$ cat config.mk
export PLATFORM = sky130hd
export DESIGN_NAME = string_table_file_parser_top_flat
export DESIGN_NICKNAME = d
export VERILOG_FILES = /design/src/hdl/stfp_pkg.sv /design/src/hdl/stfp_req_if.sv /design/src/hdl/stfp_rsp_if.sv /design/src/hdl/stfp_front.sv /design/src/hdl/stfp_queue.sv /design/src/hdl/stfp_back.sv /design/src/hdl/string_table_file_parser_top.sv /design/src/flat_wrapper.sv
export SDC_FILE = /design/constraint.sdc
export NUM_CORES = 1
export LEC_CHECK = 0
export BUFFER_PORTS_ARGS = -buffer_cell sky130_fd_sc_hd__buf_2
export CAP_MARGIN = 5
export CORE_MARGIN = 2
export CORE_UTILIZATION = 64
export DETAILED_ROUTE_END_ITERATION = 16
export HOLD_SLACK_MARGIN = 0.15
export PLACE_DENSITY = 0.82
export SETUP_SLACK_MARGIN = 0.3
export SLEW_MARGIN = 0
export SYNTH_ARGS = -nofsm -noshare
export SYNTH_HDL_FRONTEND = slang
export SYNTH_HIERARCHICAL = 1
export SYNTH_SLANG_ARGS = --single-unit
$ cat constraint.sdc
create_clock -name clock -period 9.75 [get_ports clock]
set_clock_uncertainty 0.2 [all_clocks]
set_input_delay 0.4875 -clock clock [delete_from_list [all_inputs] [get_ports clock]]
set_output_delay 0.4875 -clock clock [all_outputs]
set_load 0.01 [all_outputs]
$ cat src/hdl/stfp_pkg.sv
`default_nettype none

package stfp_pkg;

   localparam int MAX_TEXT = 256;
   localparam int LEN_W = $clog2(MAX_TEXT + 1);

   localparam int QUEUE_DEPTH = 4;
   localparam int QPTR_W = $clog2(QUEUE_DEPTH);
   localparam int QCNT_W = $clog2(QUEUE_DEPTH + 1);

   localparam int ACC_W = 17;
   localparam logic [ACC_W-1:0] ACC_SAT = 17'h1FFFF;

   localparam logic [15:0] ID_LOWEST_RESET = 16'd31000;
   localparam logic [15:0] ID_HIGHEST_RESET = 16'hFFFF;

   localparam logic [15:0] UNIT_NUL = 16'h0000;
   localparam logic [15:0] UNIT_TAB = 16'h0009;
   localparam logic [15:0] UNIT_LF = 16'h000A;
   localparam logic [15:0] UNIT_CR = 16'h000D;
   localparam logic [15:0] UNIT_SPACE = 16'h0020;
   localparam logic [15:0] UNIT_QUOTE = 16'h0022;
   localparam logic [15:0] UNIT_ZERO = 16'h0030;
   localparam logic [15:0] UNIT_NINE = 16'h0039;
   localparam logic [15:0] UNIT_SEMI = 16'h003B;
   localparam logic [15:0] UNIT_EQ = 16'h003D;
   localparam logic [15:0] UNIT_BACKSLASH = 16'h005C;
   localparam logic [15:0] UNIT_R = 16'h0072;
   localparam logic [15:0] UNIT_N = 16'h006E;
   localparam logic [15:0] UNIT_T = 16'h0074;

   localparam int CSR_INDEX_W = 1;

   typedef enum logic [CSR_INDEX_W-1:0] {
      CSR_ID_LOWEST  = 1'b0,
      CSR_ID_HIGHEST = 1'b1
   } csr_index_type;

   typedef enum logic [1:0] {
      KIND_TEXT = 2'd0,
      KIND_END  = 2'd1,
      KIND_OK   = 2'd2,
      KIND_ERR  = 2'd3
   } kind_type;

   typedef struct packed {
      kind_type kind;
      logic [15:0] entry_id;
      logic [15:0] text_unit;
   } result_type;

   typedef struct packed {
      logic [1:0] count;
      result_type [2:0] item;
   } bundle_type;

   typedef struct packed {
      logic [15:0] id_lowest;
      logic [15:0] id_highest;
   } cfg_type;

   function automatic bundle_type push_result(bundle_type b, kind_type k,
                                              logic [15:0] id, logic [15:0] u);
      bundle_type r;
      r = b;
      if (b.count != 2'd3) begin
         r.item[b.count].kind = k;
         r.item[b.count].entry_id = id;
         r.item[b.count].text_unit = u;
         r.count = b.count + 2'd1;
      end
      return r;
   endfunction

endpackage

`default_nettype wire

$ cat src/hdl/stfp_req_if.sv
`default_nettype none

interface stfp_req_if;
   logic valid;
   logic ready;
   logic [15:0] code_unit;
   logic final_unit;

   modport source(output valid, output code_unit, output final_unit, input ready);
   modport sink(input valid, input code_unit, input final_unit, output ready);
endinterface

`default_nettype wire

$ cat src/hdl/stfp_rsp_if.sv
`default_nettype none

interface stfp_rsp_if;
   logic valid;
   logic ready;
   logic [1:0] kind;
   logic [15:0] entry_id;
   logic [15:0] text_unit;

   modport source(output valid, output kind, output entry_id, output text_unit, input ready);
   modport sink(input valid, input kind, input entry_id, input text_unit, output ready);
endinterface

`default_nettype wire

$ cat src/hdl/stfp_front.sv
`default_nettype none

module stfp_front (
   input  wire logic clock,
   input  wire logic reset,
   input  wire stfp_pkg::cfg_type cfg,
   input  wire logic req_valid,
   output logic req_ready,
   input  wire logic [15:0] req_code_unit,
   input  wire logic req_final_unit,
   input  wire logic queue_full,
   output logic push_valid,
   output stfp_pkg::bundle_type push_data
);

   typedef enum logic [10:0] {
      PH_BETWEEN       = 11'b000_0000_0001,
      PH_TOP_COMMENT   = 11'b000_0000_0010,
      PH_ID            = 11'b000_0000_0100,
      PH_SKIP_LINE     = 11'b000_0000_1000,
      PH_WANT_EQ       = 11'b000_0001_0000,
      PH_EQ_COMMENT    = 11'b000_0010_0000,
      PH_WANT_QUOTE    = 11'b000_0100_0000,
      PH_QUOTE_COMMENT = 11'b000_1000_0000,
      PH_TEXT          = 11'b001_0000_0000,
      PH_ESCAPE        = 11'b010_0000_0000,
      PH_FAILED        = 11'b100_0000_0000
   } phase_type;

   phase_type phase_ff, phase_in;
   logic [stfp_pkg::ACC_W-1:0] acc_ff, acc_in;
   logic [stfp_pkg::LEN_W-1:0] len_ff, len_in;

   logic [15:0] c;
   logic is_delim, is_digit, run_id, in_range, esc_known, accept;
   logic [stfp_pkg::ACC_W-1:0] acc_base;
   logic [stfp_pkg::ACC_W+3:0] acc_wide;
   logic [stfp_pkg::LEN_W-1:0] len1, len2;
   logic [15:0] entry, esc_unit;
   stfp_pkg::bundle_type b;

   assign c = req_code_unit;
   assign accept = req_valid && req_ready;
   assign req_ready = !queue_full;
   assign entry = acc_ff[15:0];
   assign len1 = len_ff + stfp_pkg::LEN_W'(1);
   assign len2 = len_ff + stfp_pkg::LEN_W'(2);

   assign is_delim = (c == stfp_pkg::UNIT_SPACE) || (c == stfp_pkg::UNIT_LF) ||
                     (c == stfp_pkg::UNIT_CR) || (c == stfp_pkg::UNIT_NUL) ||
                     (c == stfp_pkg::UNIT_TAB);
   assign is_digit = (c >= stfp_pkg::UNIT_ZERO) && (c <= stfp_pkg::UNIT_NINE);

   always_comb begin
      esc_known = 1'b1;
      esc_unit = c;
      unique case (c) inside
         stfp_pkg::UNIT_R: esc_unit = stfp_pkg::UNIT_CR;
         stfp_pkg::UNIT_N: esc_unit = stfp_pkg::UNIT_LF;
         stfp_pkg::UNIT_T: esc_unit = stfp_pkg::UNIT_TAB;
         stfp_pkg::UNIT_BACKSLASH, stfp_pkg::UNIT_QUOTE: esc_unit = c;
         default: esc_known = 1'b0;
      endcase
   end

   always_comb begin
      phase_in = phase_ff;
      acc_in = acc_ff;
      len_in = len_ff;
      b = '0;
      run_id = 1'b0;
      acc_base = acc_ff;
      unique case (phase_ff) inside
         PH_BETWEEN: begin
            if (is_delim) begin
               phase_in = phase_ff;
            end else if (c == stfp_pkg::UNIT_SEMI) begin
               phase_in = PH_TOP_COMMENT;
            end else begin
               run_id = 1'b1;
               acc_base = '0;
               len_in = '0;
            end
         end
         PH_TOP_COMMENT, PH_SKIP_LINE: begin
            if (c == stfp_pkg::UNIT_LF) phase_in = PH_BETWEEN;
         end
         PH_ID: run_id = 1'b1;
         PH_WANT_EQ: begin
            if (is_delim) begin
               phase_in = phase_ff;
            end else if (c == stfp_pkg::UNIT_SEMI) begin
               phase_in = PH_EQ_COMMENT;
            end else if (c == stfp_pkg::UNIT_EQ) begin
               phase_in = PH_WANT_QUOTE;
            end else begin
               b = stfp_pkg::push_result(b, stfp_pkg::KIND_ERR, 16'h0, 16'h0);
               phase_in = PH_FAILED;
            end
         end
         PH_EQ_COMMENT: begin
            if (c == stfp_pkg::UNIT_LF) phase_in = PH_WANT_EQ;
         end
         PH_WANT_QUOTE: begin
            if (is_delim) begin
               phase_in = phase_ff;
            end else if (c == stfp_pkg::UNIT_SEMI) begin
               phase_in = PH_QUOTE_COMMENT;
            end else if (c == stfp_pkg::UNIT_QUOTE) begin
               phase_in = PH_TEXT;
            end else begin
               b = stfp_pkg::push_result(b, stfp_pkg::KIND_ERR, 16'h0, 16'h0);
               phase_in = PH_FAILED;
            end
         end
         PH_QUOTE_COMMENT: begin
            if (c == stfp_pkg::UNIT_LF) phase_in = PH_WANT_QUOTE;
         end
         PH_TEXT: begin
            if (c == stfp_pkg::UNIT_QUOTE) begin
               b = stfp_pkg::push_result(b, stfp_pkg::KIND_END, entry, 16'h0);
               phase_in = PH_BETWEEN;
            end else if (c == stfp_pkg::UNIT_BACKSLASH) begin
               phase_in = PH_ESCAPE;
            end else begin
               b = stfp_pkg::push_result(b, stfp_pkg::KIND_TEXT, entry, c);
               len_in = len1;
               if (len1 >= stfp_pkg::LEN_W'(stfp_pkg::MAX_TEXT)) begin
                  b = stfp_pkg::push_result(b, stfp_pkg::KIND_ERR, 16'h0, 16'h0);
                  phase_in = PH_FAILED;
               end
            end
         end
         PH_ESCAPE: begin
            phase_in = PH_TEXT;
            if (esc_known) begin
               b = stfp_pkg::push_result(b, stfp_pkg::KIND_TEXT, entry, esc_unit);
               len_in = len1;
               if (len1 >= stfp_pkg::LEN_W'(stfp_pkg::MAX_TEXT)) begin
                  b = stfp_pkg::push_result(b, stfp_pkg::KIND_ERR, 16'h0, 16'h0);
                  phase_in = PH_FAILED;
               end
            end else begin
               b = stfp_pkg::push_result(b, stfp_pkg::KIND_TEXT, entry,
                                         stfp_pkg::UNIT_BACKSLASH);
               len_in = len1;
               if (len1 >= stfp_pkg::LEN_W'(stfp_pkg::MAX_TEXT)) begin
                  b = stfp_pkg::push_result(b, stfp_pkg::KIND_ERR, 16'h0, 16'h0);
                  phase_in = PH_FAILED;
               end else begin
                  b = stfp_pkg::push_result(b, stfp_pkg::KIND_TEXT, entry, c);
                  len_in = len2;
                  if (len2 >= stfp_pkg::LEN_W'(stfp_pkg::MAX_TEXT)) begin
                     b = stfp_pkg::push_result(b, stfp_pkg::KIND_ERR, 16'h0, 16'h0);
                     phase_in = PH_FAILED;
                  end
               end
            end
         end
         PH_FAILED: phase_in = PH_FAILED;
         default: phase_in = PH_FAILED;
      endcase

      acc_wide = {acc_base, 3'b000} + {3'b000, acc_base, 1'b0} +
                 (stfp_pkg::ACC_W+4)'(c[3:0]);
      in_range = (acc_base >= {1'b0, cfg.id_lowest}) &&
                 (acc_base <= {1'b0, cfg.id_highest});
      if (run_id) begin
         acc_in = acc_base;
         if (c == stfp_pkg::UNIT_EQ || is_delim) begin
            if (in_range) begin
               phase_in = (c == stfp_pkg::UNIT_EQ) ? PH_WANT_QUOTE : PH_WANT_EQ;
            end else begin
               phase_in = (c == stfp_pkg::UNIT_LF) ? PH_BETWEEN : PH_SKIP_LINE;
            end
         end else if (is_digit) begin
            phase_in = PH_ID;
            if (acc_wide > (stfp_pkg::ACC_W+4)'(stfp_pkg::ACC_SAT)) begin
               acc_in = stfp_pkg::ACC_SAT;
            end else begin
               acc_in = acc_wide[stfp_pkg::ACC_W-1:0];
            end
         end else begin
            phase_in = PH_SKIP_LINE;
         end
      end

      if (req_final_unit) begin
         if (phase_in != PH_FAILED) begin
            if (phase_in == PH_BETWEEN || phase_in == PH_TOP_COMMENT) begin
               b = stfp_pkg::push_result(b, stfp_pkg::KIND_OK, 16'h0, 16'h0);
            end else begin
               b = stfp_pkg::push_result(b, stfp_pkg::KIND_ERR, 16'h0, 16'h0);
            end
         end
         phase_in = PH_BETWEEN;
         acc_in = '0;
         len_in = '0;
      end
   end

   assign push_valid = accept && (b.count != 2'd0);
   assign push_data = b;

   always_ff @(posedge clock) begin
      if (reset) begin
         phase_ff <= PH_BETWEEN;
         acc_ff <= '0;
         len_ff <= '0;
      end else if (accept) begin
         phase_ff <= phase_in;
         acc_ff <= acc_in;
         len_ff <= len_in;
      end
   end

endmodule

`default_nettype wire

$ cat src/hdl/stfp_queue.sv
`default_nettype none

module stfp_queue (
   input  wire logic clock,
   input  wire logic reset,
   input  wire logic push_valid,
   input  wire stfp_pkg::bundle_type push_data,
   output logic full,
   input  wire logic pop,
   output logic nonempty,
   output stfp_pkg::bundle_type pop_data
);

   stfp_pkg::bundle_type mem_ff [stfp_pkg::QUEUE_DEPTH];
   logic [stfp_pkg::QPTR_W-1:0] wr_ptr_ff, wr_ptr_in, rd_ptr_ff, rd_ptr_in;
   logic [stfp_pkg::QCNT_W-1:0] count_ff, count_in;
   logic do_push, do_pop;

   assign full = (count_ff == stfp_pkg::QCNT_W'(stfp_pkg::QUEUE_DEPTH));
   assign nonempty = (count_ff != '0);
   assign pop_data = mem_ff[rd_ptr_ff];
   assign do_push = push_valid && !full;
   assign do_pop = pop && nonempty;

   always_comb begin
      wr_ptr_in = wr_ptr_ff;
      rd_ptr_in = rd_ptr_ff;
      count_in = count_ff;
      if (do_push) begin
         wr_ptr_in = (wr_ptr_ff == stfp_pkg::QPTR_W'(stfp_pkg::QUEUE_DEPTH - 1)) ?
                     '0 : wr_ptr_ff + stfp_pkg::QPTR_W'(1);
      end
      if (do_pop) begin
         rd_ptr_in = (rd_ptr_ff == stfp_pkg::QPTR_W'(stfp_pkg::QUEUE_DEPTH - 1)) ?
                     '0 : rd_ptr_ff + stfp_pkg::QPTR_W'(1);
      end
      if (do_push && !do_pop) begin
         count_in = count_ff + stfp_pkg::QCNT_W'(1);
      end else if (do_pop && !do_push) begin
         count_in = count_ff - stfp_pkg::QCNT_W'(1);
      end
   end

   always_ff @(posedge clock) begin
      if (do_push) mem_ff[wr_ptr_ff] <= push_data;
   end

   always_ff @(posedge clock) begin
      if (reset) begin
         wr_ptr_ff <= '0;
         rd_ptr_ff <= '0;
         count_ff <= '0;
      end else begin
         wr_ptr_ff <= wr_ptr_in;
         rd_ptr_ff <= rd_ptr_in;
         count_ff <= count_in;
      end
   end

endmodule

`default_nettype wire

$ cat src/hdl/stfp_back.sv
`default_nettype none

module stfp_back (
   input  wire logic clock,
   input  wire logic reset,
   input  wire logic queue_nonempty,
   input  wire stfp_pkg::bundle_type queue_data,
   output logic queue_pop,
   output logic rsp_valid,
   input  wire logic rsp_ready,
   output stfp_pkg::result_type rsp_data
);

   stfp_pkg::bundle_type slot_ff, slot_in;
   logic slot_valid_ff, slot_valid_in;
   logic [1:0] sub_ff, sub_in;
   logic taken, last_of_slot;

   assign rsp_valid = slot_valid_ff;
   assign rsp_data = slot_ff.item[sub_ff];
   assign taken = slot_valid_ff && rsp_ready;
   assign last_of_slot = (sub_ff + 2'd1 == slot_ff.count);

   always_comb begin
      slot_in = slot_ff;
      slot_valid_in = slot_valid_ff;
      sub_in = sub_ff;
      queue_pop = 1'b0;
      if (taken && !last_of_slot) begin
         sub_in = sub_ff + 2'd1;
      end else if (!slot_valid_ff || taken) begin
         // refill the slot
         slot_valid_in = queue_nonempty;
         queue_pop = queue_nonempty;
         slot_in = queue_data;
         sub_in = 2'd0;
      end
   end

   always_ff @(posedge clock) begin
      slot_ff <= slot_in;
   end

   always_ff @(posedge clock) begin
      if (reset) begin
         slot_valid_ff <= 1'b0;
         sub_ff <= 2'd0;
      end else begin
         slot_valid_ff <= slot_valid_in;
         sub_ff <= sub_in;
      end
   end

endmodule

`default_nettype wire

$ cat src/hdl/string_table_file_parser_top.sv
// String table file parser: takes the 16-bit text units of a file (after its byte-order
// mark) on req_chan, one unit per request, and delivers text units, end-of-entry marks
// and a final ok/error status on rsp_chan. The front end parses one unit per cycle and
// hands the up to three results it causes to a four-deep queue; the back end delivers
// one result per cycle from that queue while rsp_chan.ready is high. Requests are
// accepted every cycle while the queue has room. The entry id window is set through
// csr_index 0 (lowest) and 1 (highest); the user must write it only while idle, which
// the block itself does not enforce. There is no clearing pass after reset.
`default_nettype none

module string_table_file_parser_top (
   input  wire logic clock,
   input  wire logic reset,
   stfp_req_if.sink req_chan,
   stfp_rsp_if.source rsp_chan,
   input  wire logic csr_write_enable,
   input  wire logic [stfp_pkg::CSR_INDEX_W-1:0] csr_index,
   input  wire logic [15:0] csr_write_data
);

   stfp_pkg::cfg_type cfg_ff;
   stfp_pkg::bundle_type push_data, pop_data;
   stfp_pkg::result_type rsp_data;
   logic push_valid, queue_full, queue_pop, queue_nonempty;

   always_ff @(posedge clock) begin
      if (reset) begin
         cfg_ff.id_lowest <= stfp_pkg::ID_LOWEST_RESET;
         cfg_ff.id_highest <= stfp_pkg::ID_HIGHEST_RESET;
      end else if (csr_write_enable) begin
         if (csr_index == stfp_pkg::CSR_ID_LOWEST) begin
            cfg_ff.id_lowest <= csr_write_data;
         end
         if (csr_index == stfp_pkg::CSR_ID_HIGHEST) begin
            cfg_ff.id_highest <= csr_write_data;
         end
      end
   end

   stfp_front u_front (
      .clock(clock),
      .reset(reset),
      .cfg(cfg_ff),
      .req_valid(req_chan.valid),
      .req_ready(req_chan.ready),
      .req_code_unit(req_chan.code_unit),
      .req_final_unit(req_chan.final_unit),
      .queue_full(queue_full),
      .push_valid(push_valid),
      .push_data(push_data)
   );

   stfp_queue u_queue (
      .clock(clock),
      .reset(reset),
      .push_valid(push_valid),
      .push_data(push_data),
      .full(queue_full),
      .pop(queue_pop),
      .nonempty(queue_nonempty),
      .pop_data(pop_data)
   );

   stfp_back u_back (
      .clock(clock),
      .reset(reset),
      .queue_nonempty(queue_nonempty),
      .queue_data(pop_data),
      .queue_pop(queue_pop),
      .rsp_valid(rsp_chan.valid),
      .rsp_ready(rsp_chan.ready),
      .rsp_data(rsp_data)
   );

   assign rsp_chan.kind = rsp_data.kind;
   assign rsp_chan.entry_id = rsp_data.entry_id;
   assign rsp_chan.text_unit = rsp_data.text_unit;

endmodule

`default_nettype wire

$ cat src/flat_wrapper.sv
// flat-port wrapper written by rule: the top's interface ports become plain ports
module string_table_file_parser_top_flat 
  (clock, reset, csr_write_enable, csr_index, csr_write_data, req_chan_valid, req_chan_code_unit, req_chan_final_unit, req_chan_ready, rsp_chan_valid, rsp_chan_kind, rsp_chan_entry_id, rsp_chan_text_unit, rsp_chan_ready);
  stfp_req_if req_chan_i ();
  stfp_rsp_if rsp_chan_i ();
  input  wire logic clock;
  input  wire logic reset;
  input  wire logic csr_write_enable;
  input  wire logic [stfp_pkg::CSR_INDEX_W-1:0] csr_index;
  input  wire logic [15:0] csr_write_data;
  input wire logic [$bits(req_chan_i.valid)-1:0] req_chan_valid;
  input wire logic [$bits(req_chan_i.code_unit)-1:0] req_chan_code_unit;
  input wire logic [$bits(req_chan_i.final_unit)-1:0] req_chan_final_unit;
  output wire logic [$bits(req_chan_i.ready)-1:0] req_chan_ready;
  output wire logic [$bits(rsp_chan_i.valid)-1:0] rsp_chan_valid;
  output wire logic [$bits(rsp_chan_i.kind)-1:0] rsp_chan_kind;
  output wire logic [$bits(rsp_chan_i.entry_id)-1:0] rsp_chan_entry_id;
  output wire logic [$bits(rsp_chan_i.text_unit)-1:0] rsp_chan_text_unit;
  input wire logic [$bits(rsp_chan_i.ready)-1:0] rsp_chan_ready;
  assign req_chan_i.valid = req_chan_valid;
  assign req_chan_i.code_unit = req_chan_code_unit;
  assign req_chan_i.final_unit = req_chan_final_unit;
  assign req_chan_ready = req_chan_i.ready;
  assign rsp_chan_valid = rsp_chan_i.valid;
  assign rsp_chan_kind = rsp_chan_i.kind;
  assign rsp_chan_entry_id = rsp_chan_i.entry_id;
  assign rsp_chan_text_unit = rsp_chan_i.text_unit;
  assign rsp_chan_i.ready = rsp_chan_ready;
  string_table_file_parser_top u_core (.clock(clock), .reset(reset), .req_chan(req_chan_i), .rsp_chan(rsp_chan_i), .csr_write_enable(csr_write_enable), .csr_index(csr_index), .csr_write_data(csr_write_data));
endmodule
# Yosys cells after proc, flatten, opt, wreduce, memory -nomap -nowiden
# Memories as Yosys holds them, arrays and structs flattened. A register that Yosys moved wholly into a read port is not among the register bits.
# Cells that the tools add are included.
[word_totals]
ff_bits = 79
ramBits = 416
input_bits = 39
memories = 1
[op_classes]
addsub = 14
magnitude_cmp = 18
eq_ne = 37
n_mux = 151
n_bitwise = 2
n_reduce_logical = 41
[memory_table]
columns = ["memory", "words", "width", "read_ports", "rd_clocked_by_memory_dff", "write_ports", "line", "rtl"]
rows = [
  ["u_core.u_queue.mem_ff", 4, 104, 1, 1, 1, "stfp_queue.sv:14", "stfp_pkg::bundle_type mem_ff [stfp_pkg::QUEUE_DEPTH];"],
]
[ops]
columns = ["cell", "count"]
rows = [
  ["$mux 104", 21],
  ["$bwmux 102", 21],
  ["$demux 34 s2", 15],
  ["$mux 103", 5],
  ["$mux 34", 13],
  ["$pmux 104 s4", 1],
  ["$mux 11", 21],
  ["$mux 32", 5],
  ["$mux 17", 8],
  ["$pmux 11 s9", 1],
  ["$mux 16", 5],
  ["$bmux 34 s2", 1],
  ["$eq 16x6->1 const B", 4],
  ["$eq 16x7->1 const B", 4],
  ["$mux 9", 7],
  ["$eq 16x4->1 const B", 3],
  ["$pmux 16 s3", 1],
  ["$pmux 9 s3", 1],
  ["$eq 11x1->1 const B", 2],
  ["$eq 11x2->1 const B", 2],
  ["$mux 2", 11],
  ["$add 20x18->21", 1],
  ["$add 21x4->21", 1],
  ["$gt 21x17->1 const B", 1],
  ["other kinds (43)", 108],
]

# Logic depth before layout (Yosys ltp)
[logic_depth]
ltp_word = 46
mapped_depth = 19
depth_no_buf = 17

# Cells and area by module
# Netlist, hierarchy kept.
[modules_own_cells]
columns = ["mod", "instances", "cells_each", "area_each_um2", "seq_area_each_um2"]
rows = [
  ["stfp_queue", 1, 594, 15496.1, 12672.2],
  ["stfp_front", 1, 757, 5621.6, 740.7],
  ["stfp_back", 1, 245, 4068.9, 3183.1],
  ["string_table_file_parser_top", 1, 129, 1323.8, 640.6],
]

# Worst setup path before layout
# Ideal clock, no wire load.
[synth_timing]
kind = "reg2reg"
from = "reg u_core.u_back.sub_ff[1]"
to = "reg u_core/u_back/slot_ff[0] (netlist name), enable pin"
setup_time_ps = 710
arrival_time_ps = 8042
required_time_ps = 8840
path_slack_ps = 798
path_stages_with_launch = 5
path_buffers = 1
period_less_slack_ps = 8952
path_cell_list = "dfxtp_1 > buf_6 > xor2_2 > mux2i_1 > o21ai_0"
[synth_via]
elab_chain_len = 6
[synth_lines]
columns = ["element", "line", "rtl"]
rows = [
  ["start: declaration", "stfp_back.sv:16", "logic [1:0] sub_ff, sub_in;"],
  ["start signal: assignment", "stfp_back.sv:50", "sub_ff <= sub_in;"],
  ["$add 2x1->2", "stfp_back.sv:22", "assign last_of_slot = (sub_ff + 2'd1 == slot_ff.count);"],
  ["$eq 2x2->1", "stfp_back.sv:22", ""],
  ["$logic_not 1->1", "stfp_back.sv:29", "if (taken && !last_of_slot) begin"],
  ["$logic_and 1x1->1", "stfp_back.sv:29", ""],
  ["$not 1->1 (no line)", "n/a", ""],
  ["$reduce_and 2->1 (no line)", "n/a", ""],
  ["end signal: assignment", "stfp_back.sv:41", "slot_ff <= slot_in;"],
  ["end: declaration", "stfp_back.sv:14", "stfp_pkg::bundle_type slot_ff, slot_in;"],
]
# No other way between the ends.
# A chain may end at the register's enable or synchronous reset.

# Worst setup path in the final report
[layout_timing]
from = "in req_chan_code_unit[9]"
to = "reg u_core/u_front/acc_ff[3] (netlist name)"
[layout_via]
elab_chain_len = 15
word_cells_on_any_way = 31
cone_classes = "2 x add/sub; 3 x order compare; 6 x eq/ne; 11 x mux; 9 x reduce/logical"
[layout_lines]
columns = ["element", "line", "rtl"]
rows = [
  ["start: declaration", "flat_wrapper.sv:12", "input wire logic [$bits(req_chan_i.code_unit)-1:0] req_chan_code_unit;"],
  ["$eq 16x6->1 / $eq 16x4->1 (equally long branches)", "stfp_front.sv:49", "assign is_delim = (c == stfp_pkg::UNIT_SPACE) || (c == stfp_pkg::UNIT_LF) ||"],
  ["$logic_or 1x1->1 (2 in a row)", "stfp_front.sv:49", ""],
  ["$logic_or 1x1->1 (2 in a row)", "stfp_front.sv:50", "(c == stfp_pkg::UNIT_CR) || (c == stfp_pkg::UNIT_NUL) ||"],
  ["$mux 17", "stfp_front.sv:75", "if (is_delim) begin"],
  ["$mux 17", "stfp_front.sv:73", "unique case (phase_ff) inside"],
  ["$add 20x18->21", "stfp_front.sv:164", "acc_wide = {acc_base, 3'b000} + {3'b000, acc_base, 1'b0} +"],
  ["$add 21x4->21", "stfp_front.sv:164", ""],
  ["$gt 21x17->1", "stfp_front.sv:178", "if (acc_wide > (stfp_pkg::ACC_W+4)'(stfp_pkg::ACC_SAT)) begin"],
  ["$mux 17", "stfp_front.sv:178", ""],
  ["$mux 17", "stfp_front.sv:176", "end else if (is_digit) begin"],
  ["$mux 17", "stfp_front.sv:170", "if (c == stfp_pkg::UNIT_EQ || is_delim) begin"],
  ["$mux 17", "stfp_front.sv:168", "if (run_id) begin"],
  ["$mux 17", "stfp_front.sv:188", "if (req_final_unit) begin"],
  ["end signal: assignment", "stfp_front.sv:212", "acc_ff <= acc_in;"],
  ["end: declaration", "stfp_front.sv:31", "logic [stfp_pkg::ACC_W-1:0] acc_ff, acc_in;"],
]
# Several ways; a longest one is shown, not always the timed one. The select of a mux whose other input is x is not followed.

==> qor.yml <==
tns_ns: 0
mostFrequentLayoutCells: "edfxtp_1 (520), mux4_2 (104), nand2_1 (88)"
cp-startpoint: "req_chan_code_unit[9]"
gr-usage-all-layers_pct: 26.3
ant_nets: 0
power_density_mw_per_mm2: 225
arrival_ns: 6.47
clkSlewWorstSetupHoldPaths_ns: 0.06
holdCritStartpoint: "csr_write_enable"
io_pins: 75
ctsHoldBuffers: 29
dieArea_mm2: 0.0431
rsz0062_at_grt: "no"
synth_area_leader_cell: "edfxtp_1"
swShare_pct: 26.0
drive_gt1_share_pct: 16.5
seq_area_frac_synth_pct: 65.0
clock-sinks: 601
rrSetupSlack_ns: 3.96
synthXorXnorAreaFrac_pct: 0.755
seqPwrFrac_pct: 51.1
wl_um: 55900
synth_compound_area_share_pct: 7.63
final_area_mm2: 0.0291
core_area_mm2: 0.0408
leakage_nw: 10.2
start_util_pct: 64.9
drt-initial-drc-count: 1621
overflow: 0
die_h_um: 208
hold_class: "input pin to flip-flop"
grt_pass1_vias: 15479
grt_pass1_wl_um: 88100
areaGrowthSynthToFinish_pct: 9.73
required_ns: 10.05
place.gp.congestion: 0.922
synth_ff_type: "edfxtp_1"
route.vias.total: 15301
fp-row-count: 74
power.switching_mw: 1.70
yosysTopAreaCellShare_pct: 58.9
diodes: 0
synthArstFlopShare_pct: 0
antenna_found_initial: 0
synth_top_family_by_area: "multiplexers"
place_inst: 2261
cts_max_level: 2
timing.hold.ws_ns: 0.186
fin_crit_ns: 6.17
post_cts_buffers: 0
fin_cells: 2390
slew_violations: 0
p_int_mw: 4.84
yosys.area_share.simple_pct: 8.35
vias_per_cell: 6.40
tritoncts: "done"
io_buffers: 74
drc_errors: 0
final_nets: 1931
placed_cell_area_mm2: 0.0271
hold_violations: 0
clock_latency_ns: 0.62
syn_avg_cell_area_um2: 15.4
cts-buffers-inserted: 55
cts.repair.resized: 0
maxCapViolations: 0
finalSetupViolations: 0
worst_slew_pin_slew_ns: 1.13
synth-edff-count: 520
synth-seq-cells: 601
synth_warnings: 6
cp-start-kind: "input pin"
synth_mux_area_share_pct: 10.7
reg2reg_from: "u_core/u_front/phase_ff[5]$_SDFFE_PP0P_"
synthCells: 1725
die_w_um: 208
worstSetupEndpointType: "flip-flop"
grt_max_degree: 87
fin_util_pct: 71.2
dr.pass1.iters: 6
synthAdderAreaFrac_pct: 3.67
critPathMaxFanout: 19
cts_root_buf: "clkbuf_16"
clock_power_share_pct: 31.8
outcome: "finished clean"
final_common_cell: "edfxtp_1"
synth_area_leaders: "edfxtp_1 (59%), mux4_2 (8.8%), dfxtp_1 (6.1%), ha_1 (3.4%), mux2i_1 (1.9%)"
dpl.hpwl_um: 33600
clockBufferDepth: 3
ir_drop_v: 0.000170
netlist_area_mm2: 0.0265
wl_per_cell_um: 23.4
synth_cell_type_count: 95
p_comb_share_pct: 17.0
post-route-period-util_pct: 63.3
worst-setup-path-type: "input pin to flip-flop"
fmax_ghz: 0.162
relSlewSlack_pct: 24.6
[kinds of logic (layout without fill, tap and decap cells)]
logic type	count (synthesis)	in the layout
buffers and inverters	178	280
AOI/OAI and AO/OA	302	302
muxes	154	154
and+or+nand+nor	391	391
adders and majority gates	76	76
xor gates and xnor gates	22	22
other	1	32
DFF	601	601
[per-stage QoR]
step	worst slack (ns)	power [mW]
after floorplan	0.798	4.24
after global placement	3.13	4.45
after detailed placement	2.88	4.49
after CTS	2.96	6.59
after global routing	3.24	6.80
final	3.58	6.55
[synthesized netlist by cell type (13+ instances only)]
library cell,number
and2_1,49
o21ai_1,18
mux4_2,104
ha_1,73
nor2_1,62
mux2i_1,49
buf_4,37
nor4_1,13
inv_1,59
dfxtp_1,81
nor3_1,20
edfxtp_1,520
nand2_1,88
clkbuf_1,35
nand2b_1,21
buf_2,25
a21boi_0,17
a211oi_1,34
a21oi_1,66
o21ai_0,65
nor2b_1,33
nand3_1,15
and3_1,17
[area by class of cell]
cell class                 count  area (um^2)
clock inverter                31          295
fill                        2473        11700
sequential                   601        17200
timing repair buffer         121          793
tap                          532          666
inverter                      60          225
clock buffer                  68         1450
multi-input combinational    977         8420
[sequential cells by signal, indices dropped and copies added, names as in the netlist, named ones only]
register	flops
u_core/u_queue/rd_ptr_ff	2
u_core/u_back/sub_ff	2
u_core/u_queue/mem_ff	416
u_core/u_front/len_ff	9
u_core/u_queue/count_ff	3
u_core/u_back/slot_ff	104
u_core/cfg_ff	32
u_core/u_front/phase_ff	11
u_core/u_back/rsp_valid	1
u_core/u_front/acc_ff	17
u_core/u_queue/wr_ptr_ff	2
[power groups by stage]
stage	Combinational (mW)	Sequential [mW]	Clock (mW)
finish	1.11	3.35	2.08
floorplan	0.848	3.39	0
detailed placement	1.10	3.39	0
global placement	1.08	3.37	0
CTS	1.13	3.35	2.12
global route	1.21	3.38	2.21
[critical path, cell delays in order]
cell and delay [ns]:
dlygate4sd3_1 0.53, buf_2 0.14, nor4_1 0.29, buf_2 0.25, nand3_1 0.21, a21oi_1 0.54, nor2_1 0.11, buf_4 0.23
nor2b_1 0.17, inv_1 0.12, fa_1 0.57, inv_1 0.06, ha_1 0.31, a211oi_1 0.22, o21bai_1 0.14, a211oi_1 0.49
nor2_1 0.11, a21o_1 0.22, a2111oi_4 0.85, nand4_1 0.17, a32o_1 0.25
[per-layer routing]
| metal | routed length [um] | global-route usage, % | part of all wire (%) |
|---|---|---|---|
| met1 | 23100 | 37.0 | 41 |
| met4 | 1490 | 8.79 | 2.7 |
| met5 | 0 | 0 | 0 |
| met2 | 27600 | 43.2 | 49 |
| met3 | 3670 | 3.39 | 6.6 |
[path summary, 6_finish.rpt]
path | endpoint | cells after the start
worst min register to register | u_core/cfg_ff[26]$_SDFFE_PP0P_ | 2
worst max register to register | u_core/u_front/acc_ff[3]$_SDFFE_PP0P_ | 18
worst min-delay path | u_core/cfg_ff[23]$_SDFFE_PP0P_ | 3
worst max-delay path | u_core/u_front/acc_ff[3]$_SDFFE_PP0P_ | 21
Note: power is estimated with default switching activity, not from simulation.
